===== config.mk =====
export PLATFORM = sky130hd
export DESIGN_NAME = greedy_nearest_neighbor_ordering
export DESIGN_NICKNAME = d
export VERILOG_FILES = /design/src/rtl/gnno_pkg.sv /design/src/rtl/greedy_nearest_neighbor_ordering.sv /design/src/rtl/gnno_ctrl.sv /design/src/rtl/gnno_dpath.sv
export SDC_FILE = /design/constraint.sdc
export NUM_CORES = 2
export LEC_CHECK = 0
export BUFFER_PORTS_ARGS = -buffer_cell sky130_fd_sc_hd__buf_4
export CELL_PAD_IN_SITES_DETAIL_PLACEMENT = 0
export CELL_PAD_IN_SITES_GLOBAL_PLACEMENT = 1
export CORE_MARGIN = 2
export CORE_UTILIZATION = 35
export CTS_CLUSTER_SIZE = 14
export DETAILED_ROUTE_END_ITERATION = 12
export GPL_ROUTABILITY_DRIVEN = 1
export PLACE_DENSITY_LB_ADDON = 0.1
export SYNTH_ARGS = -nofsm -noshare
export SYNTH_HDL_FRONTEND = slang
export SYNTH_SLANG_ARGS = --single-unit
export TNS_END_PERCENT = 100

===== constraint.sdc =====
create_clock -name clk -period 8.9 [get_ports clk]
set_input_delay 0.445 -clock clk [delete_from_list [all_inputs] [get_ports clk]]
set_output_delay 0.445 -clock clk [all_outputs]
set_load 0.01 [all_outputs]

===== src/rtl/gnno_pkg.sv =====
`timescale 1ns / 1ps
`default_nettype none
// ============================================================================
// gnno_pkg : shared types for the nearest-neighbor pose ordering block
// Word formats, operation codes, controller states and the control/status
// bundles between controller and datapath.
// ============================================================================
package gnno_pkg;

    localparam int CAPACITY_DEF   = 64;
    localparam int COORD_BITS_DEF = 16;

    localparam int POS_W  = 16;
    localparam int HEAD_W = 9;
    localparam int TAG_W  = 16;
    localparam int ORD_W  = 6;

    typedef enum logic [0:0] {
        OP_LOAD  = 1'b0,
        OP_START = 1'b1
    } op_t;

    typedef struct packed {
        op_t                      operation;
        logic signed [POS_W-1:0]  pos_x;
        logic signed [POS_W-1:0]  pos_y;
        logic [HEAD_W-1:0]        heading;
        logic [TAG_W-1:0]         tag;
    } in_word_t;

    typedef struct packed {
        logic signed [POS_W-1:0]  out_x;
        logic signed [POS_W-1:0]  out_y;
        logic [HEAD_W-1:0]        out_heading;
        logic [TAG_W-1:0]         out_tag;
        logic [ORD_W-1:0]         order_index;
        logic                     last;
        logic                     overflow;
    } out_word_t;

    typedef enum logic [1:0] {
        ST_IDLE,
        ST_SCAN,
        ST_DRAIN,
        ST_EMIT
    } state_t;

    // controller -> datapath
    typedef struct packed {
        logic load;     // accepted load word
        logic start;    // accepted start word
        logic issue;    // read next store entry into the distance pipe
        logic emit;     // commit best pick to the output register
    } cmd_t;

    // datapath -> controller
    typedef struct packed {
        logic count_zero;   // store empty
        logic scan_done;    // issuing the last stored entry
        logic pick_last;    // current pick is the final one of the run
        logic pipe_empty;   // distance pipe drained, best is final
        logic out_free;     // output register can take a word
    } status_t;

endpackage : gnno_pkg
`default_nettype wire


===== src/rtl/greedy_nearest_neighbor_ordering.sv =====
`timescale 1ns / 1ps
`default_nettype none
// ============================================================================
// greedy_nearest_neighbor_ordering : nearest-neighbor pose tour
// Stores poses, then from a start point repeatedly emits the nearest
// remaining pose by squared distance (ties to the earliest load).
// ============================================================================
//
//  channel  | handshake                | word type  | direction
//  ---------+--------------------------+------------+----------
//  pose     | pose_valid / pose_stall  | in_word_t  | in
//  result   | result_valid/result_stall| out_word_t | out
//
//  A load word is accepted while idle; the block stays ready for the next
//  load right away. Loads beyond CAPACITY are dropped and flagged on the
//  overflow bit of the next run's words.
//  A start word with n stored poses runs n passes; each pass streams the
//  store through one memory read port into the distance pipe (memory
//  read, absolute differences, squares; one entry per cycle), drains
//  the pipe and then commits the best pick.
//  pose_stall stays high for the whole run; a start on an empty store
//  leaves the block idle and emits nothing.
//  A stalled result holds the output register; the next pass still runs
//  and waits at commit until the register frees up.
//  Reset clears counters, taken bits and valid flags; store contents are
//  undefined until written.
//
module greedy_nearest_neighbor_ordering #(
    parameter int CAPACITY   = gnno_pkg::CAPACITY_DEF,
    parameter int COORD_BITS = gnno_pkg::COORD_BITS_DEF
) (
    input  logic                clk,
    input  logic                rst_n,
    input  logic                pose_valid,
    output logic                pose_stall,
    input  gnno_pkg::in_word_t  pose,
    output logic                result_valid,
    input  logic                result_stall,
    output gnno_pkg::out_word_t result
);
    import gnno_pkg::*;

    cmd_t    cmd;
    status_t status;
    logic    start_op;

    // decode of the operation field
    assign start_op = (pose.operation == OP_START);

    gnno_ctrl u_ctrl (
        .clk        (clk),
        .rst_n      (rst_n),
        .pose_valid (pose_valid),
        .start_op   (start_op),
        .status     (status),
        .pose_stall (pose_stall),
        .cmd        (cmd)
    );

    gnno_dpath #(
        .CAPACITY   (CAPACITY),
        .COORD_BITS (COORD_BITS)
    ) u_dpath (
        .clk          (clk),
        .rst_n        (rst_n),
        .pose         (pose),
        .cmd          (cmd),
        .result_stall (result_stall),
        .status       (status),
        .result_valid (result_valid),
        .result       (result)
    );

endmodule : greedy_nearest_neighbor_ordering
`default_nettype wire


===== src/rtl/gnno_ctrl.sv =====
`timescale 1ns / 1ps
`default_nettype none
// ============================================================================
// gnno_ctrl : run controller
// Takes loads and starts while idle, then sequences scan, drain and emit
// passes until every stored pose has been picked.
// ============================================================================
module gnno_ctrl (
    input  logic              clk,
    input  logic              rst_n,
    input  logic              pose_valid,
    input  logic              start_op,
    input  gnno_pkg::status_t status,
    output logic              pose_stall,
    output gnno_pkg::cmd_t    cmd
);
    import gnno_pkg::*;

    state_t state_reg;
    state_t state_next;

    always_ff @(posedge clk or negedge rst_n)
    begin
        if (!rst_n)
        begin
            state_reg <= ST_IDLE;
        end
        else
        begin
            state_reg <= state_next;
        end
    end

    always_comb
    begin
        state_next = state_reg;
        cmd        = '0;
        pose_stall = 1'b1;
        case (state_reg)
            ST_IDLE:
            begin
                pose_stall = 1'b0;
                if (pose_valid)
                begin
                    cmd.load  = !start_op;
                    cmd.start = start_op;
                    if (start_op && !status.count_zero)
                    begin
                        state_next = ST_SCAN;
                    end
                end
            end
            ST_SCAN:
            begin
                cmd.issue = 1'b1;
                if (status.scan_done)
                begin
                    state_next = ST_DRAIN;
                end
            end
            ST_DRAIN:
            begin
                if (status.pipe_empty)
                begin
                    state_next = ST_EMIT;
                end
            end
            ST_EMIT:
            begin
                if (status.out_free)
                begin
                    cmd.emit   = 1'b1;
                    state_next = status.pick_last ? ST_IDLE : ST_SCAN;
                end
            end
            default:
            begin
                state_next = ST_IDLE;
            end
        endcase
    end

endmodule : gnno_ctrl
`default_nettype wire


===== src/rtl/gnno_dpath.sv =====
`timescale 1ns / 1ps
`default_nettype none
// ============================================================================
// gnno_dpath : pose store and distance datapath
// Pose memory, squared-distance pipe (memory read, differences, squares)
// with running minimum, taken bits, counters and the output register.
// ============================================================================
module gnno_dpath #(
    parameter int CAPACITY   = gnno_pkg::CAPACITY_DEF,
    parameter int COORD_BITS = gnno_pkg::COORD_BITS_DEF
) (
    input  logic                clk,
    input  logic                rst_n,
    input  gnno_pkg::in_word_t  pose,
    input  gnno_pkg::cmd_t      cmd,
    input  logic                result_stall,
    output gnno_pkg::status_t   status,
    output logic                result_valid,
    output gnno_pkg::out_word_t result
);
    import gnno_pkg::*;

    localparam int CW     = (COORD_BITS < POS_W) ? COORD_BITS : POS_W;
    localparam int IDX_W  = $clog2(CAPACITY);
    localparam int CNT_W  = $clog2(CAPACITY + 1);
    localparam int SQ_W   = 2 * CW;
    localparam int DIST_W = SQ_W + 1;

    typedef struct packed {
        logic signed [CW-1:0] x;
        logic signed [CW-1:0] y;
        logic [HEAD_W-1:0]    heading;
        logic [TAG_W-1:0]     tag;
    } entry_t;

    entry_t mem [CAPACITY];

    logic [CNT_W-1:0]     count_reg;
    logic                 dropped_reg;
    logic signed [CW-1:0] cx_reg;
    logic signed [CW-1:0] cy_reg;
    logic [CAPACITY-1:0]  taken_reg;
    logic [IDX_W-1:0]     k_reg;
    logic [IDX_W-1:0]     scan_idx_reg;

    // pipe stage 1: memory read
    logic                 p1_reg;
    logic [IDX_W-1:0]     idx1_reg;
    entry_t               rd_entry_reg;
    // stage 2: absolute differences
    logic                 p2_reg;
    logic                 u2_reg;
    logic [IDX_W-1:0]     idx2_reg;
    entry_t               ent2_reg;
    logic [CW-1:0]        absx2_reg;
    logic [CW-1:0]        absy2_reg;
    // stage 3: squares
    logic                 p3_reg;
    logic                 u3_reg;
    logic [IDX_W-1:0]     idx3_reg;
    entry_t               ent3_reg;
    logic [SQ_W-1:0]      sqx3_reg;
    logic [SQ_W-1:0]      sqy3_reg;
    // running best
    logic                 found_reg;
    logic [DIST_W-1:0]    best_d_reg;
    logic [IDX_W-1:0]     best_idx_reg;
    entry_t               best_reg;

    logic                 result_valid_reg;
    out_word_t            result_reg;

    logic                 full;
    logic [CNT_W-1:0]     count_m1;
    logic [IDX_W-1:0]     last_idx;
    entry_t               wr_entry;
    logic signed [CW:0]   dx;
    logic signed [CW:0]   dy;
    logic [CW-1:0]        absx;
    logic [CW-1:0]        absy;
    logic [DIST_W-1:0]    sq_dist;
    logic                 better;

    assign full     = (count_reg == CNT_W'(CAPACITY));
    assign count_m1 = count_reg - CNT_W'(1);
    assign last_idx = count_m1[IDX_W-1:0];

    assign wr_entry.x       = pose.pos_x[CW-1:0];
    assign wr_entry.y       = pose.pos_y[CW-1:0];
    assign wr_entry.heading = pose.heading;
    assign wr_entry.tag     = pose.tag;

    assign dx   = (CW+1)'(cx_reg) - (CW+1)'(rd_entry_reg.x);
    assign dy   = (CW+1)'(cy_reg) - (CW+1)'(rd_entry_reg.y);
    assign absx = dx[CW] ? CW'(-dx) : CW'(dx);
    assign absy = dy[CW] ? CW'(-dy) : CW'(dy);

    assign sq_dist = DIST_W'(sqx3_reg) + DIST_W'(sqy3_reg);
    // strict less-than keeps the lowest index on equal distance
    assign better  = u3_reg && (!found_reg || (sq_dist < best_d_reg));

    assign status.count_zero = (count_reg == '0);
    assign status.scan_done  = (scan_idx_reg == last_idx);
    assign status.pick_last  = (k_reg == last_idx);
    assign status.pipe_empty = !(p1_reg || p2_reg || p3_reg);
    assign status.out_free   = !result_valid_reg || !result_stall;

    assign result_valid = result_valid_reg;
    assign result       = result_reg;

    // pose store, one write and one registered read port
    always_ff @(posedge clk)
    begin
        if (cmd.load && !full)
        begin
            mem[count_reg[IDX_W-1:0]] <= wr_entry;
        end
        rd_entry_reg <= mem[scan_idx_reg];
    end

    // payload stages
    always_ff @(posedge clk)
    begin
        idx1_reg  <= scan_idx_reg;
        idx2_reg  <= idx1_reg;
        ent2_reg  <= rd_entry_reg;
        absx2_reg <= absx;
        absy2_reg <= absy;
        idx3_reg  <= idx2_reg;
        ent3_reg  <= ent2_reg;
        sqx3_reg  <= SQ_W'(absx2_reg) * SQ_W'(absx2_reg);
        sqy3_reg  <= SQ_W'(absy2_reg) * SQ_W'(absy2_reg);
        if (better)
        begin
            best_d_reg   <= sq_dist;
            best_idx_reg <= idx3_reg;
            best_reg     <= ent3_reg;
        end
        if (cmd.start)
        begin
            cx_reg <= wr_entry.x;
            cy_reg <= wr_entry.y;
        end
        else if (cmd.emit)
        begin
            cx_reg <= best_reg.x;
            cy_reg <= best_reg.y;
        end
        if (cmd.emit)
        begin
            result_reg.out_x       <= POS_W'(best_reg.x);
            result_reg.out_y       <= POS_W'(best_reg.y);
            result_reg.out_heading <= best_reg.heading;
            result_reg.out_tag     <= best_reg.tag;
            result_reg.order_index <= ORD_W'(k_reg);
            result_reg.last        <= status.pick_last;
            result_reg.overflow    <= dropped_reg;
        end
    end

    // control state
    always_ff @(posedge clk or negedge rst_n)
    begin
        if (!rst_n)
        begin
            count_reg        <= '0;
            dropped_reg      <= 1'b0;
            taken_reg        <= '0;
            k_reg            <= '0;
            scan_idx_reg     <= '0;
            p1_reg           <= 1'b0;
            p2_reg           <= 1'b0;
            u2_reg           <= 1'b0;
            p3_reg           <= 1'b0;
            u3_reg           <= 1'b0;
            found_reg        <= 1'b0;
            result_valid_reg <= 1'b0;
        end
        else
        begin
            p1_reg <= cmd.issue;
            p2_reg <= p1_reg;
            u2_reg <= p1_reg && !taken_reg[idx1_reg];
            p3_reg <= p2_reg;
            u3_reg <= u2_reg;

            if (better)
            begin
                found_reg <= 1'b1;
            end

            if (cmd.issue && !status.scan_done)
            begin
                scan_idx_reg <= scan_idx_reg + IDX_W'(1);
            end

            if (cmd.load)
            begin
                if (full)
                begin
                    dropped_reg <= 1'b1;
                end
                else
                begin
                    count_reg <= count_reg + CNT_W'(1);
                end
            end

            if (cmd.start)
            begin
                if (status.count_zero)
                begin
                    dropped_reg <= 1'b0;
                end
                taken_reg    <= '0;
                k_reg        <= '0;
                scan_idx_reg <= '0;
                found_reg    <= 1'b0;
            end

            if (cmd.emit)
            begin
                taken_reg[best_idx_reg] <= 1'b1;
                k_reg                   <= k_reg + IDX_W'(1);
                scan_idx_reg            <= '0;
                found_reg               <= 1'b0;
                if (status.pick_last)
                begin
                    count_reg   <= '0;
                    dropped_reg <= 1'b0;
                end
            end

            if (cmd.emit)
            begin
                result_valid_reg <= 1'b1;
            end
            else if (!result_stall)
            begin
                result_valid_reg <= 1'b0;
            end
        end
    end

endmodule : gnno_dpath
`default_nettype wire

[Word-level counts from Yosys, hierarchy flattened]
Memories as Yosys holds them, arrays and structs flattened. A register that Yosys moved wholly into a read port is not among the register bits.
Cells that the tools add are included.
Word-level totals
  bits in registers: 514
  bits in writable memories: 3648
  input bits: 62
  output and inout port bits: 67
  logic and storage cells: 143
  memories: 1
Operators by class
  $add $sub $neg: 9
  multipliers: 2
  magnitude comparators: 4
  equal/unequal tests: 12
  multiplexer cells: 47
  bitwise logic cells: 1
  reduce and logical (&&, ||, !) cells: 24
Memory list
  u_dpath.mem: depth 64, bits a word 57, rd ports 1, clocked after Yosys merged registers in 1, write ports 1, RTL line gnno_dpath.sv:36  | entry_t mem [CAPACITY];
Operator list (count)
  64-bit 2-to-1 mux: 2
  16-bit 2-to-1 mux: 6
  16-bit by 16-bit multiplier with 32-bit output: 2
  64-bit bitwise OR: 1
  16-bit by 16-bit subtractor with 17-bit output: 2
  32-bit by 32-bit adder with 33-bit output: 1
  33-bit less-than comparator: 1
  16-bit negation: 2
  6-bit 2-to-1 mux: 5
  7-bit 2-to-1 mux: 4
  1-bit 2-to-1 mux: 20
  6-bit by 7-bit less-than comparator with 1-bit output (second input constant): 2
  2-bit 2-to-1 mux: 7
  6-bit by 1-bit adder with 6-bit output (second input constant): 2
  6-bit equality test: 2
  1-bit zero test: 8
  2-bit != test (second input constant): 4
  2-bit case mux with 4 select lines: 1
  7-bit by 1-bit adder with 7-bit output (second input constant): 1
  7-bit equality test (second input constant): 1
  7-bit zero test: 1
  1-bit binary-select mux with 6-bit select: 1
  1-bit demux with 6-bit select: 1
  6-bit by 1-bit >= comparator with 1-bit output (second input constant): 1
  other kinds (10): 21

[Depth between registers and ports, before layout]
  depth in word-level cells: 8
  mapped depth: 26
  mapped depth without buffers: 24

[Hierarchy]
Synthesis repeated with hierarchy kept, for this count alone.
Unflattened totals
  cells, all modules: 8493
  area total of the unflattened synthesis: 173734.1 µm²
By module, submodules not included
  gnno_dpath: instances 1, cells each 8468, area an instance 173503.9 µm², seq. area each 123283.2 µm²
  gnno_ctrl: instances 1, cells each 25, area an instance 230.2 µm², seq. area each 50.0 µm²

[Worst setup path after synthesis]
OpenSTA, ideal clock, no wires.
  kind: reg-to-reg
  from: reg u_dpath.sqy3_reg[3]
  to: reg u_dpath.best_d_reg[0] (enable)
  library setup time: 0.458 ns
  data arrival time: 5.726 ns
  data required time: 8.442 ns
  slack: 2.717 ns
  cell stages (with the launch flop): 20
  buffers on the path: 0
  clock period less this slack: 6.183 ns
  cells stage by stage: dfxtp_1 -> ha_1 -> a21o_1 -> a21oi_1 -> o211ai_1 -> a21oi_1 -> nor4_1 -> o311ai_0 -> a21boi_0 -> a21oi_1 -> xnor2_1 -> ha_1 -> a21o_1 -> a21o_1 -> a21oi_1 -> o21ai_0 -> nand2_1 -> nand3_1 -> a2111o_1 -> nand2_1
On the way
  longest elaborated chain between the ends: 4
RTL lines
  start: declaration: RTL line gnno_dpath.sv:63  | logic [SQ_W-1:0] sqy3_reg;
  start signal: assignment: RTL line gnno_dpath.sv:132  | sqy3_reg <= SQ_W'(absy2_reg) * SQ_W'(absy2_reg);
  32-bit by 32-bit adder with 33-bit output: RTL line gnno_dpath.sv:98  | assign sq_dist = DIST_W'(sqx3_reg) + DIST_W'(sqy3_reg);
  named net u_dpath.sq_dist[26]: RTL line gnno_dpath.sv:81  | logic [DIST_W-1:0] sq_dist;
  33-bit less-than comparator: RTL line gnno_dpath.sv:100  | assign better = u3_reg && (!found_reg || (sq_dist < best_d_reg));
  1-bit logical OR: RTL line gnno_dpath.sv:100
  1-bit logical AND: RTL line gnno_dpath.sv:100
  named net u_dpath.better: RTL line gnno_dpath.sv:82  | logic better;
  end signal: assignment: RTL line gnno_dpath.sv:135  | best_d_reg <= sq_dist;
  end: declaration: RTL line gnno_dpath.sv:66  | logic [DIST_W-1:0] best_d_reg;
The timed path passes the listed nets, and every way through them passes these cells.
A chain may end at the register's enable or synchronous reset.

[Worst setup path after layout]
  from: reg u_dpath.absy2_reg[5]
  to: reg u_dpath.sqy3_reg[31]
On the way
  longest elaborated chain between the ends: 1
RTL lines
  start: declaration: RTL line gnno_dpath.sv:56  | logic [CW-1:0] absy2_reg;
  start signal: assignment: RTL line gnno_dpath.sv:128  | absy2_reg <= absy;
  16-bit by 16-bit multiplier with 32-bit output: RTL line gnno_dpath.sv:132
No other way between the ends.

==> impl_metrics.py <==
metrics = {
    "worst_setup_path": {
        "crit_type": "flop to flop",
        "critPathCaptureType": "flop",
        "rr_endpoint": "u_dpath.sqy3_reg[31]$_DFF_P_",
        "worstSetupStartpointType": "flop",
        "cpMostUsedCell": "fa_1",
        "cp_num_buf_inv": 5,
        "startpoint": "u_dpath.absy2_reg[5]$_DFF_P_",
        "worstPathCellList": "nand2_1 -> inv_1 -> fa_1 -> inv_1 -> fa_1 -> inv_1 -> fa_1 -> fa_1 -> fa_1 -> inv_1 -> fa_1 -> inv_1 -> ha_1 -> and3_1 -> a31oi_1 -> o21ai_0 -> a21oi_1 -> o311ai_0 -> a311oi_1 -> o21ai_0 -> a21oi_1 -> xnor2_1",
        "critPathRequiredTime_ns": 9.78,
        "critPathMaxFanout": 17,
        "crit_family": "adder cells",
        "critPathMaxStageDelay_ns": 0.89,
        "worstReg2RegStart": "u_dpath.absy2_reg[5]$_DFF_P_",
        "worstRegToRegCells": 22,
        "arrival_ns": 8.02,
        "ff2ff_setup_slack_ns": 1.76,
        "crit_slowest_cell": "dfxtp_1",
    },
    "routing": {
        "drc": 0,
        "dr.pass1.iters": 5,
        "vias_per_cell": 5.39,
        "wl_per_cell_um": 33.7,
        "drt-total-wl_um": 531000,
        "vias": 85031,
        "drt_iter0_drc": 8128,
        "final_antenna_net_count": 0,
    },
    "yosys": {
        "avgSynthCellArea_sq_um": 20.6,
        "syn_area_sq_um": 173000,
        "ys_seq_area_share_pct": 71.3,
        "ys_ff_latch": 4217,
        "synth_cell_types": 84,
        "async_reset_ff_share_pct": 2.21,
        "synthCells": 8391,
        "yosysWarnings": 0,
        "syn_nets": 9089,
        "ys.flop_type": "edfxtp_1",
        "synth_edf_count": 3841,
    },
    "die": {
        "die_y_um": 707,
        "start_util_pct": 35.1,
        "rows": 258,
        "die_x_um": 707,
        "io_pins": 129,
        "dieArea_sq_um": 500000,
        "core_area_sq_um": 493000,
    },
    "final_layout": {
        "drive_above_1_share_pct": 25.3,
        "synthToLayoutAreaGrowth_pct": 15.0,
        "seq_area_sq_um": 123000,
        "nNetsFinal": 9574,
        "num-fill-cells": 43571,
        "largest_reg_flops": 3648,
        "multi_input_area_sq_um": 46500,
        "layout_commonest_cell": "edfxtp_1",
        "mostFrequentLayoutCells": "edfxtp_1, mux4_2, inv_1",
    },
    "sta": {
        "fin_skew_ns": 0.134,
        "max-slew-margin-rel_pct": 21.5,
        "period_minus_slack_ns": 7.14,
        "fmax_mhz": 140,
        "fin_crit_sh_pct": 80.2,
        "finalSetupTns_ns": 0,
        "report.final.slew_viol_count": 0,
        "timing_hold_violations_final": 0,
        "rsz0062_at_grt": "false",
        "setup_violations": 0,
        "worst_pin_slew_ns": 1.17,
    },
    "place": {
        "globalplace.congestion": 0.753,
        "io_buffer_count": 128,
        "dpl.hpwl_um": 283000,
    },
    "cts": {
        "cts_buffers": 458,
        "cts_buffer_depth": 4,
        "htreeDepth": 5,
        "cts-resized-gates": 0,
        "cts_setup_buffers": 0,
        "cts.sinks": 4217,
        "cts_tree": "yes",
        "path_clk_slew_ns": 0.06,
        "clock_latency_ns": 1.06,
        "cts-root-buf": "clkbuf_16",
    },
    "flow_run": {
        "max_cap_violations": 0,
    },
    "grt": {
        "grt_max_degree": 135,
        "gr-total-overflow": 0,
        "grt_pass1_wl_um": 734000,
        "grt_use_total_pct": 21.0,
        "grt_pass1_vias": 89561,
        "antenna_found_initial": 44,
    },
    "outcome": {
        "status": "finished clean",
    },
    "worst_hold_path": {
        "hp-class": "primary input to asynchronous set/reset pin",
    },
}
==> tightest hold or removal path: stages <==
cell	delay, ns
dlygate4sd3_1	0.58
buf_4	0.19
buf_12	0.18
==> how the worst max path moves through the flow <==
stage                                                 end  slack [ns]  cells past startpoint
after floorplan           u_dpath.best_d_reg[0]$_DFFE_PP_        2.72                     19
final                        u_dpath.sqy3_reg[31]$_DFF_P_        1.76                     22
after global routing         u_dpath.sqy3_reg[31]$_DFF_P_        1.39                     22
after global placement       u_dpath.sqy3_reg[31]$_DFF_P_        1.80                     22
after detailed placement     u_dpath.sqy3_reg[31]$_DFF_P_        1.85                     22
after CTS                    u_dpath.sqy3_reg[31]$_DFF_P_        1.76                     22
==> through the flow <==
stage,utilization [%],instance area [sq um],instances,hold WS (ns),setup WS [ns]
finish,40.4,199000,15781,0.108,1.76
global route,40.4,199000,15776,0.0823,1.39
CTS,40.4,199000,15773,0.0269,1.76
detailed placement,37.2,183000,14854,0.312,1.85
global placement,37.2,183000,14854,0.310,1.80
floorplan,-,173000,8391,0.149,2.72
==> synthesized netlist by cell type (all sizes together), types with 89 or more instances <==
cell / instances / area [sq um]
ha: 309 / 3870
mux4: 1218 / 27400
nand2: 255 / 957
fa: 327 / 6550
inv: 615 / 2310
o21ai: 100 / 504
xnor2: 105 / 920
dfrtp: 93 / 2330
dfxtp: 283 / 5670
nor2: 190 / 713
buf: 89 / 404
a21oi: 100 / 516
clkbuf: 255 / 958
edfxtp: 3841 / 115000
==> timing repair <==
action | in CTS | in global routing
hold buffers | 62 | 0
endpoints found under the setup margin | 0 | 0
endpoints found under the hold margin | 3484 | 0
==> cell families after synthesis <==
| family | share of synthesized area (%) |
|---|---|
| buffers and inverters | 2.12 |
| XOR/XNOR | 0.860 |
| adder cells (fa/ha/maj) | 6.02 |
| AND/OR/NAND/NOR | 1.95 |
| flip-flops | 71.3 |
| multiplexers | 16.1 |
| AO/OA/AOI/OAI | 1.69 |
==> layout make-up <==
| cell class | count | share of cell area, % |
|---|---|---|
| inverters | 616 | 1.16 |
| clock inverters | 268 | 1.38 |
| diodes | 8 | 0.0101 |
| clock buffers | 589 | 6.23 |
| well taps | 6500 | 4.09 |
| flip-flops and latches | 4217 | 62.0 |
| repair buffers | 369 | 1.76 |
| multi-input cells | 3214 | 23.4 |
==> layer usage <==
metal	part of all wire (%)	global-route usage [%]
met3	4.7	2.57
met5	0.010	0
met4	2.2	4.55
met2	51	36.6
met1	42	28.4
Power is left out: the tool's default activity adds up to more than one toggle a clock period on the data nets, which glitch-free logic cannot reach.
